[src/rtl/ubx_pkg.sv]
// Shared types and constants for the UBX frame builder.
`default_nettype none

package ubx_pkg;

    // Sync characters that open every frame
    localparam logic [7:0] SYNC_ONE = 8'hB5;
    localparam logic [7:0] SYNC_TWO = 8'h62;

    // Input item kinds (carried on tuser)
    localparam logic KIND_START   = 1'b0;
    localparam logic KIND_PAYLOAD = 1'b1;

    localparam int IN_DATA_W  = 40;  // class, id, length, payload byte
    localparam int OUT_DATA_W = 8;

    // One input item as held in the input register
    typedef struct packed {
        logic        kind;
        logic [7:0]  payload_byte;
        logic [15:0] payload_length;
        logic [7:0]  msg_id;
        logic [7:0]  msg_class;
    } t_item;

    // One result item headed for the output register
    typedef struct packed {
        logic       frame_end;
        logic       run_last;
        logic [7:0] frame_byte;
    } t_result;

    // Emit sequencer; ST_FIRST also serves payload items
    typedef enum logic [7:0] {
        ST_FIRST  = 8'b0000_0001,
        ST_SYNC2  = 8'b0000_0010,
        ST_CLASS  = 8'b0000_0100,
        ST_ID     = 8'b0000_1000,
        ST_LEN_LO = 8'b0001_0000,
        ST_LEN_HI = 8'b0010_0000,
        ST_CK_A   = 8'b0100_0000,
        ST_CK_B   = 8'b1000_0000
    } t_step;

endpackage

`default_nettype wire

[src/rtl/ubx_in_reg.sv]
// Input holding register: takes one item per cycle while empty or being popped, releases it on pop.
`default_nettype none

module ubx_in_reg (
    input  wire              i_clk,
    input  wire              i_rst_n,
    input  wire              i_valid,
    output logic             o_ready,
    input  ubx_pkg::t_item   i_item,
    output logic             o_item_valid,
    output ubx_pkg::t_item   o_item,
    input  wire              i_pop
);
    import ubx_pkg::*;

    logic  r_valid;
    t_item r_item;

    assign o_ready      = !r_valid || i_pop;
    assign o_item_valid = r_valid;
    assign o_item       = r_item;

    always_ff @(posedge i_clk) begin
        if (!i_rst_n) begin
            r_valid <= 1'b0;
        end else if (o_ready) begin
            r_valid <= i_valid;
        end
    end

    always_ff @(posedge i_clk) begin
        if (i_valid && o_ready) begin
            r_item <= i_item;
        end
    end

endmodule

`default_nettype wire

[src/rtl/ubx_seq.sv]
// Frame sequencer: header/payload/checksum emission and Fletcher state.
`default_nettype none

module ubx_seq (
    input  wire               i_clk,
    input  wire               i_rst_n,
    input  wire               i_item_valid,
    input  ubx_pkg::t_item    i_item,
    input  wire               i_out_ready,
    output logic              o_res_valid,
    output ubx_pkg::t_result  o_res,
    output logic              o_pop
);
    import ubx_pkg::*;

    t_step       r_step,       n_step;
    logic [7:0]  r_sum_a,      n_sum_a;
    logic [7:0]  r_sum_b,      n_sum_b;
    logic [15:0] r_bytes_left, n_bytes_left;
    logic        r_frame_open, n_frame_open;

    logic        fold_en;
    logic [7:0]  fold_byte;
    logic [7:0]  fold_a;
    logic [7:0]  fold_b;
    logic        pay_last;

    // single shared Fletcher fold
    assign fold_a   = r_sum_a + fold_byte;
    assign fold_b   = r_sum_b + fold_a;
    assign pay_last = (r_bytes_left == 16'd1);

    always_comb begin
        n_step       = r_step;
        n_sum_a      = r_sum_a;
        n_sum_b      = r_sum_b;
        n_bytes_left = r_bytes_left;
        n_frame_open = r_frame_open;
        fold_en      = 1'b0;
        fold_byte    = i_item.payload_byte;
        o_res_valid  = 1'b0;
        o_res        = '0;
        o_pop        = 1'b0;

        if (i_item_valid) begin
            unique case (r_step)
                ST_FIRST: begin
                    if (i_item.kind == KIND_START) begin
                        if (i_out_ready) begin
                            o_res_valid      = 1'b1;
                            o_res.frame_byte = SYNC_ONE;
                            n_sum_a          = '0;
                            n_sum_b          = '0;
                            n_step           = ST_SYNC2;
                        end
                    end else if (!r_frame_open) begin
                        // stray payload byte: dropped silently
                        o_pop = 1'b1;
                    end else if (i_out_ready) begin
                        fold_en          = 1'b1;
                        o_res_valid      = 1'b1;
                        o_res.frame_byte = i_item.payload_byte;
                        n_bytes_left     = r_bytes_left - 16'd1;
                        if (pay_last) begin
                            n_step = ST_CK_A;
                        end else begin
                            o_res.run_last = 1'b1;
                            o_pop          = 1'b1;
                        end
                    end
                end
                ST_SYNC2: begin
                    if (i_out_ready) begin
                        o_res_valid      = 1'b1;
                        o_res.frame_byte = SYNC_TWO;
                        n_step           = ST_CLASS;
                    end
                end
                ST_CLASS: begin
                    fold_byte = i_item.msg_class;
                    if (i_out_ready) begin
                        fold_en          = 1'b1;
                        o_res_valid      = 1'b1;
                        o_res.frame_byte = i_item.msg_class;
                        n_step           = ST_ID;
                    end
                end
                ST_ID: begin
                    fold_byte = i_item.msg_id;
                    if (i_out_ready) begin
                        fold_en          = 1'b1;
                        o_res_valid      = 1'b1;
                        o_res.frame_byte = i_item.msg_id;
                        n_step           = ST_LEN_LO;
                    end
                end
                ST_LEN_LO: begin
                    fold_byte = i_item.payload_length[7:0];
                    if (i_out_ready) begin
                        fold_en          = 1'b1;
                        o_res_valid      = 1'b1;
                        o_res.frame_byte = i_item.payload_length[7:0];
                        n_step           = ST_LEN_HI;
                    end
                end
                ST_LEN_HI: begin
                    fold_byte = i_item.payload_length[15:8];
                    if (i_out_ready) begin
                        fold_en          = 1'b1;
                        o_res_valid      = 1'b1;
                        o_res.frame_byte = i_item.payload_length[15:8];
                        if (i_item.payload_length == '0) begin
                            n_step = ST_CK_A;
                        end else begin
                            o_res.run_last = 1'b1;
                            o_pop          = 1'b1;
                            n_frame_open   = 1'b1;
                            n_bytes_left   = i_item.payload_length;
                            n_step         = ST_FIRST;
                        end
                    end
                end
                ST_CK_A: begin
                    if (i_out_ready) begin
                        o_res_valid      = 1'b1;
                        o_res.frame_byte = r_sum_a;
                        n_step           = ST_CK_B;
                    end
                end
                ST_CK_B: begin
                    if (i_out_ready) begin
                        o_res_valid      = 1'b1;
                        o_res.frame_byte = r_sum_b;
                        o_res.frame_end  = 1'b1;
                        o_res.run_last   = 1'b1;
                        o_pop            = 1'b1;
                        n_frame_open     = 1'b0;
                        n_bytes_left     = '0;
                        n_step           = ST_FIRST;
                    end
                end
                default: begin
                    n_step = ST_FIRST;
                end
            endcase
        end

        if (fold_en) begin
            n_sum_a = fold_a;
            n_sum_b = fold_b;
        end
    end

    always_ff @(posedge i_clk) begin
        if (!i_rst_n) begin
            r_step       <= ST_FIRST;
            r_sum_a      <= '0;
            r_sum_b      <= '0;
            r_bytes_left <= '0;
            r_frame_open <= 1'b0;
        end else begin
            r_step       <= n_step;
            r_sum_a      <= n_sum_a;
            r_sum_b      <= n_sum_b;
            r_bytes_left <= n_bytes_left;
            r_frame_open <= n_frame_open;
        end
    end

    // between items, an open frame always expects at least one more payload byte
    a_open_has_bytes: assert property (@(posedge i_clk) disable iff (!i_rst_n)
        (r_frame_open && (r_step == ST_FIRST)) |-> (r_bytes_left != 16'd0))
        else $error("frame open with no bytes left");

    // a result is only produced when the output register can take it
    a_emit_needs_room: assert property (@(posedge i_clk) disable iff (!i_rst_n)
        o_res_valid |-> i_out_ready)
        else $error("result emitted without output room");

    // releasing an item returns the sequencer to its first step
    a_pop_rewinds: assert property (@(posedge i_clk) disable iff (!i_rst_n)
        o_pop |=> (r_step == ST_FIRST))
        else $error("sequencer not rewound after pop");

    // mid-item steps only occur while that item is still held
    a_step_has_item: assert property (@(posedge i_clk) disable iff (!i_rst_n)
        (r_step != ST_FIRST) |-> i_item_valid)
        else $error("sequencer mid-item with no item held");

endmodule

`default_nettype wire

[src/rtl/ubx_out_reg.sv]
// Output register stage for the result stream.
`default_nettype none

module ubx_out_reg (
    input  wire               i_clk,
    input  wire               i_rst_n,
    input  wire               i_valid,
    input  ubx_pkg::t_result  i_res,
    output logic              o_ready,
    output logic              o_valid,
    output ubx_pkg::t_result  o_res,
    input  wire               i_ready
);
    import ubx_pkg::*;

    logic    r_valid;
    t_result r_res;

    assign o_ready = !r_valid || i_ready;
    assign o_valid = r_valid;
    assign o_res   = r_res;

    always_ff @(posedge i_clk) begin
        if (!i_rst_n) begin
            r_valid <= 1'b0;
        end else if (o_ready) begin
            r_valid <= i_valid;
        end
    end

    always_ff @(posedge i_clk) begin
        if (i_valid && o_ready) begin
            r_res <= i_res;
        end
    end

endmodule

`default_nettype wire

[src/rtl/ubx_frame_builder.sv]
// Top level of the UBX command frame builder.
//
// Input stream (s_axis): tuser is the item kind, 0 = start frame, 1 = payload
// byte. tdata carries class [7:0], id [15:8], payload length [31:16] and
// payload byte [39:32]; only the fields of the item's kind are used.
// Output stream (m_axis): one frame byte per transaction in tdata, tlast on the
// checksum B byte that ends a frame, tuser on the last byte caused by one input.
//
// A start item yields six header bytes (B5 62 class id len_lo len_hi), plus the
// two checksum bytes at once when the length is zero. Each payload byte yields
// itself, plus checksum A/B after the last one. Payload bytes with no frame open
// are dropped; a new start abandons an open frame without a checksum.
//
// Flow: the first result passes the input register and then the output register
// before it is valid on m_axis. The sequencer emits one byte per cycle while the
// output register can take it, so payload items stream at one per cycle likewise;
// a start item is held until its last header or checksum byte is out, a closing
// payload byte until checksum B. Reset clears the sums, the open-frame flag and
// both register stages. When the receiver stalls the output register holds, the
// sequencer waits, and the input register fills and drops s_axis_tready.
`default_nettype none

module ubx_frame_builder (
    input  wire         i_clk,
    input  wire         i_rst_n,
    input  wire         s_axis_tvalid,
    output logic        s_axis_tready,
    input  wire  [39:0] s_axis_tdata,   // msg_class, msg_id, payload_length, payload_byte
    input  wire         s_axis_tuser,   // kind
    output logic        m_axis_tvalid,
    input  wire         m_axis_tready,
    output logic [7:0]  m_axis_tdata,   // frame_byte
    output logic        m_axis_tlast,   // frame_end
    output logic        m_axis_tuser    // run_last
);
    import ubx_pkg::*;

    t_item   in_item;
    t_item   held_item;
    logic    held_valid;
    logic    pop;
    t_result seq_res;
    logic    seq_res_valid;
    logic    out_ready;
    t_result out_res;

    always_comb begin
        in_item.kind           = s_axis_tuser;
        in_item.msg_class      = s_axis_tdata[7:0];
        in_item.msg_id         = s_axis_tdata[15:8];
        in_item.payload_length = s_axis_tdata[31:16];
        in_item.payload_byte   = s_axis_tdata[IN_DATA_W-1:32];
    end

    ubx_in_reg u_in_reg (
        .i_clk        (i_clk),
        .i_rst_n      (i_rst_n),
        .i_valid      (s_axis_tvalid),
        .o_ready      (s_axis_tready),
        .i_item       (in_item),
        .o_item_valid (held_valid),
        .o_item       (held_item),
        .i_pop        (pop)
    );

    ubx_seq u_seq (
        .i_clk        (i_clk),
        .i_rst_n      (i_rst_n),
        .i_item_valid (held_valid),
        .i_item       (held_item),
        .i_out_ready  (out_ready),
        .o_res_valid  (seq_res_valid),
        .o_res        (seq_res),
        .o_pop        (pop)
    );

    ubx_out_reg u_out_reg (
        .i_clk   (i_clk),
        .i_rst_n (i_rst_n),
        .i_valid (seq_res_valid),
        .i_res   (seq_res),
        .o_ready (out_ready),
        .o_valid (m_axis_tvalid),
        .o_res   (out_res),
        .i_ready (m_axis_tready)
    );

    assign m_axis_tdata = out_res.frame_byte[OUT_DATA_W-1:0];
    assign m_axis_tlast = out_res.frame_end;
    assign m_axis_tuser = out_res.run_last;

endmodule

`default_nettype wire
[config.mk]
export PLATFORM = sky130hd
export DESIGN_NAME = ubx_frame_builder
export DESIGN_NICKNAME = d
export VERILOG_FILES = /design/src/rtl/ubx_pkg.sv /design/src/rtl/ubx_in_reg.sv /design/src/rtl/ubx_seq.sv /design/src/rtl/ubx_out_reg.sv /design/src/rtl/ubx_frame_builder.sv
export SDC_FILE = /design/constraint.sdc
export NUM_CORES = 1
export LEC_CHECK = 0
export BUFFER_PORTS_ARGS = -buffer_cell sky130_fd_sc_hd__buf_2
export CORE_ASPECT_RATIO = 0.5
export CORE_MARGIN = 10
export CORE_UTILIZATION = 41
export CTS_BUF_LIST = sky130_fd_sc_hd__clkbuf_8 sky130_fd_sc_hd__clkbuf_16
export DETAILED_ROUTE_END_ITERATION = 7
export HOLD_SLACK_MARGIN = 0.06
export REMOVE_ABC_BUFFERS = 1
export SYNTH_ARGS = -nofsm -noshare
export SYNTH_HDL_FRONTEND = slang
export SYNTH_HIERARCHICAL = 1
export SYNTH_SLANG_ARGS = --single-unit
[constraint.sdc]
create_clock -name i_clk -period 4.7 [get_ports i_clk]
set_clock_uncertainty 0.1 [all_clocks]
set_input_delay 0.47 -clock i_clk [delete_from_list [all_inputs] [get_ports i_clk]]
set_output_delay 0.47 -clock i_clk [all_outputs]
set_load 0.01 [all_outputs]
==> metrics.md <==
| Metric | Value |
|---|---|
| Status | `complete, but fails checks` |
| Failing checks | `setup timing` |
| Leakage | `2.52 nW` |
| DR vias/cell | `5.46` |
| Remaining DRCs | `0` |
| Starting Density | `0.428` |
| # nets final | `688` |
| Number of enable flip-flop cells after synthesis | `51` |
| Crit Path Category | `reg -> reg` |
| Sequential fraction of the synthesis area | `0.463` |
| Final Cycle Share | `1.06` |
| Clk Latency, worst-skew pair | `0.34 ns` |
| CTS Hold Bufs | `0` |
| CP startpoint kind | `register` |
| Cell Count, Final, Fillers Out | `795` |
| FF+latch count, synth | `94` |
| Fraction of registers with async set or reset after synthesis | `0` |
| Worst Path Required | `4.87 ns` |
| Worst vdd ir | `0.163 mV` |
| Top cells by area, synth | `edfxtp_1 30%, dfxtp_1 17%, nand2_1 3.9%` |
| Met2 Use GR | `0.240` |
| Root buffer cell | `clkbuf_16` |
| Rel. slew slack | `0.390` |
| Num ports | `57` |
| H-tree levels | `3` |
| Max cap viols | `0` |
| Most frequent cells after synthesis | `54 x nand2_1, 51 x edfxtp_1, 43 x dfxtp_1` |
| Worst Max-Slew Pin Slew | `0.913 ns` |
| Hold Crit Class | `in -> reg` |
| Placed cells | `769` |
| DR vias | `4,340` |
| Vias in the first global route | `4,275` |
| All-Layer GR Usage | `0.155` |
| Clock net sink count | `94` |
| Worst path arrival time | `5.13 ns` |
| Largest net degree at the start of global routing | `44` |
| Fin. Hold Viols | `0` |
| CP max FO | `5` |
| Synthesized area | `5170 um2` |
| Share of cells above drive strength 1 | `0.267` |
| RD Place Congestion | `0.860` |
| Die Span X | `179 um` |
| DRT Pass-1 Iters | `5` |
| Count of buffers from port buffering | `56` |
| Met1 Use GR | `0.209` |
| Global-route wire length before repair | `22.1 mm` |
| Routed WL | `13.7 mm` |
| Yosys top cell area share | `0.296` |
| DP Wirelength | `9.96 mm` |
| Minimum clock period | `4.96 ns` |
| Initial antenna violation count | `0` |
| GR Layer Usage met3 | `0.0426` |
| Avg Cell Area, Syn | `9.91 um2` |
| Post-Route Utilization | `0.527` |
| Commonest register cell after synthesis | `edfxtp_1` |
| Pwr dens | `320 nW/um2` |
| Post-route cell area | `6370 um2` |
| Unrepaired setup endpoints after global routing | `true` |
| Die Ht | `99.4 um` |
| Gr busiest metal | `met2` |
| Top-count cell post-synth | `nand2_1` |
| Unique masters post-synth | `75` |
| Cell taking the most area after synthesis | `edfxtp_1` |
| Final Max Slew Viols | `0` |
| Die area | `17,800 um2` |
| Syn Inst Count | `522` |
| ANT cells | `0` |
| Layout area overhead | `23.2%` |
| Filler cells | `1,112` |
| Drt wl/cell | `17.3 um` |
| CTS tree | `done` |
| Clock-pin slew on the worst setup and hold paths | `0.07 ns` |
| R2R cell count | `23` |
| Max Freq | `202 MHz` |
| Routed Antenna Nets | `0` |
| Remaining Overflow, GRT | `0` |
| DP Area | `5930 um2` |
| Cell Rows | `28` |
| Hold Path Stages | `1` |
| Crit end category | `register` |
| Setup slack after layout | `-0.262 ns` |
| Final setup viols | `1` |
| Bufs on Longest Clock Path | `2` |
| Iteration-0 DRC Markers | `361` |
| Core area | `12,100 um2` |
| CTS buffer count | `9` |
| Yosys warning count | `6` |
-- final cells by class --
class | instances | area, um2 | area share
clock inverter | 7 | 73.8 | 0.0116
sequential | 94 | 2390 | 0.376
multi-input combinational | 385 | 2670 | 0.419
clock buffer | 9 | 225 | 0.0353
tap | 165 | 206 | 0.0324
inverter | 19 | 71.3 | 0.0112
timing repair buffer | 116 | 731 | 0.115
-- cells by family (layout without fill, tap and decap cells) --
kind of cell / count (synthesis) / in the layout / share of synthesized area
AO/OA/AOI/OAI: 145 / 145 / 0.199
XOR/XNOR: 14 / 14 / 0.0237
adder cells (fa/ha/maj): 18 / 18 / 0.0465
buffers and inverters: 43 / 151 / 0.0348
flip-flops: 94 / 94 / 0.463
multiplexers: 7 / 7 / 0.0138
AND/OR/NAND/NOR: 201 / 201 / 0.220
-- final timing paths --
kind	from	endpoint	slack, ns
hold reg to reg	u_seq/r_bytes_left[15]	u_seq/r_bytes_left[15]	0.38
setup / recovery	u_seq/r_step[7]	u_seq/r_sum_b[7]	-0.26
hold / removal	s_axis_tdata[16]	u_in_reg/o_item[16]	0.19
setup reg to reg	u_seq/r_step[7]	u_seq/r_sum_b[7]	-0.26
-- flip-flops by register name, indices dropped and copies added (netlist names) --
name                   count
u_in_reg/o_item           41
u_seq/r_bytes_left        16
u_out_reg/o_res           10
u_seq/r_step               8
u_seq/r_sum_a              8
u_seq/r_sum_b              8
u_in_reg/o_item_valid      1
u_out_reg/o_valid          1
u_seq/r_frame_open         1
-- stage by stage --
step / setup WS, ns / setup TNS [ns] / hold WS (ns) / power [mW]
final: -0.262 / -0.262 / 0.195 / 2.04
after global placement: -0.401 / -0.401 / 0.366 / 1.32
after detailed placement: -0.516 / -0.516 / 0.374 / 1.33
after floorplan: -0.810 / -0.810 / 0.349 / 1.21
after CTS: -0.180 / -0.180 / 0.184 / 2.05
after global routing: -0.485 / -0.485 / 0.175 / 2.15
-- cell usage in the layout, fill, tap and decap left out, types with 5 or more instances in the layout --
cell	instances
buf_4	60
buf_2	56
nand2_1	54
edfxtp_1	51
dfxtp_1	42
nor2_1	33
nor2b_1	28
a21oi_1	27
o21ai_0	24
inv_1	18
a22oi_1	16
ha_1	15
nor3_1	12
and2_1	10
clkbuf_16	9
xnor2_1	8
a221oi_1	8
nand3_1	7
o21ai_1	6
a22o_1	6
nor4_1	6
mux2i_1	6
xor2_1	5
o211a_1	5
-- critical path: stages (launching register included) --
cell,delay (ns)
dfxtp_2,0.32
or4_4,0.53
or3_4,0.38
nor3b_4,0.25
buf_4,0.15
nand2_1,0.07
a21oi_2,0.14
a21o_1,0.13
inv_2,0.04
fa_2,0.34
nor2b_1,0.12
o21ai_1,0.10
a21boi_1,0.20
o21a_1,0.13
nor2_1,0.04
xnor2_1,0.14
ha_2,0.20
or3_1,0.36
o211ai_1,0.19
buf_4,0.19
or4bb_1,0.42
a21oi_2,0.17
nor3_2,0.06
a21boi_1,0.11
-- routing by layer --
metal  share of wire  up-vias
met4          0.0092        0
met3           0.071       11
met5               0        -
met2            0.45      145
li1                -     2158
met1            0.47     2026
-- power breakdown --
| part | switching, mW | total [mW] | internal (mW) |
|---|---|---|---|
| Clock | 0.344 | 0.720 | 0.376 |
| Combinational | 0.209 | 0.369 | 0.160 |
| Sequential | 0.0324 | 0.950 | 0.917 |
-- timing repair --
action | CTS | global route
pin swaps | 13 | 15
resized for setup | 14 | 6
setup endpoints to repair | 1 | 2
cloned | 0 | 0
buffers inserted | 4 | 6
Power figures use the tool's default switching activity.
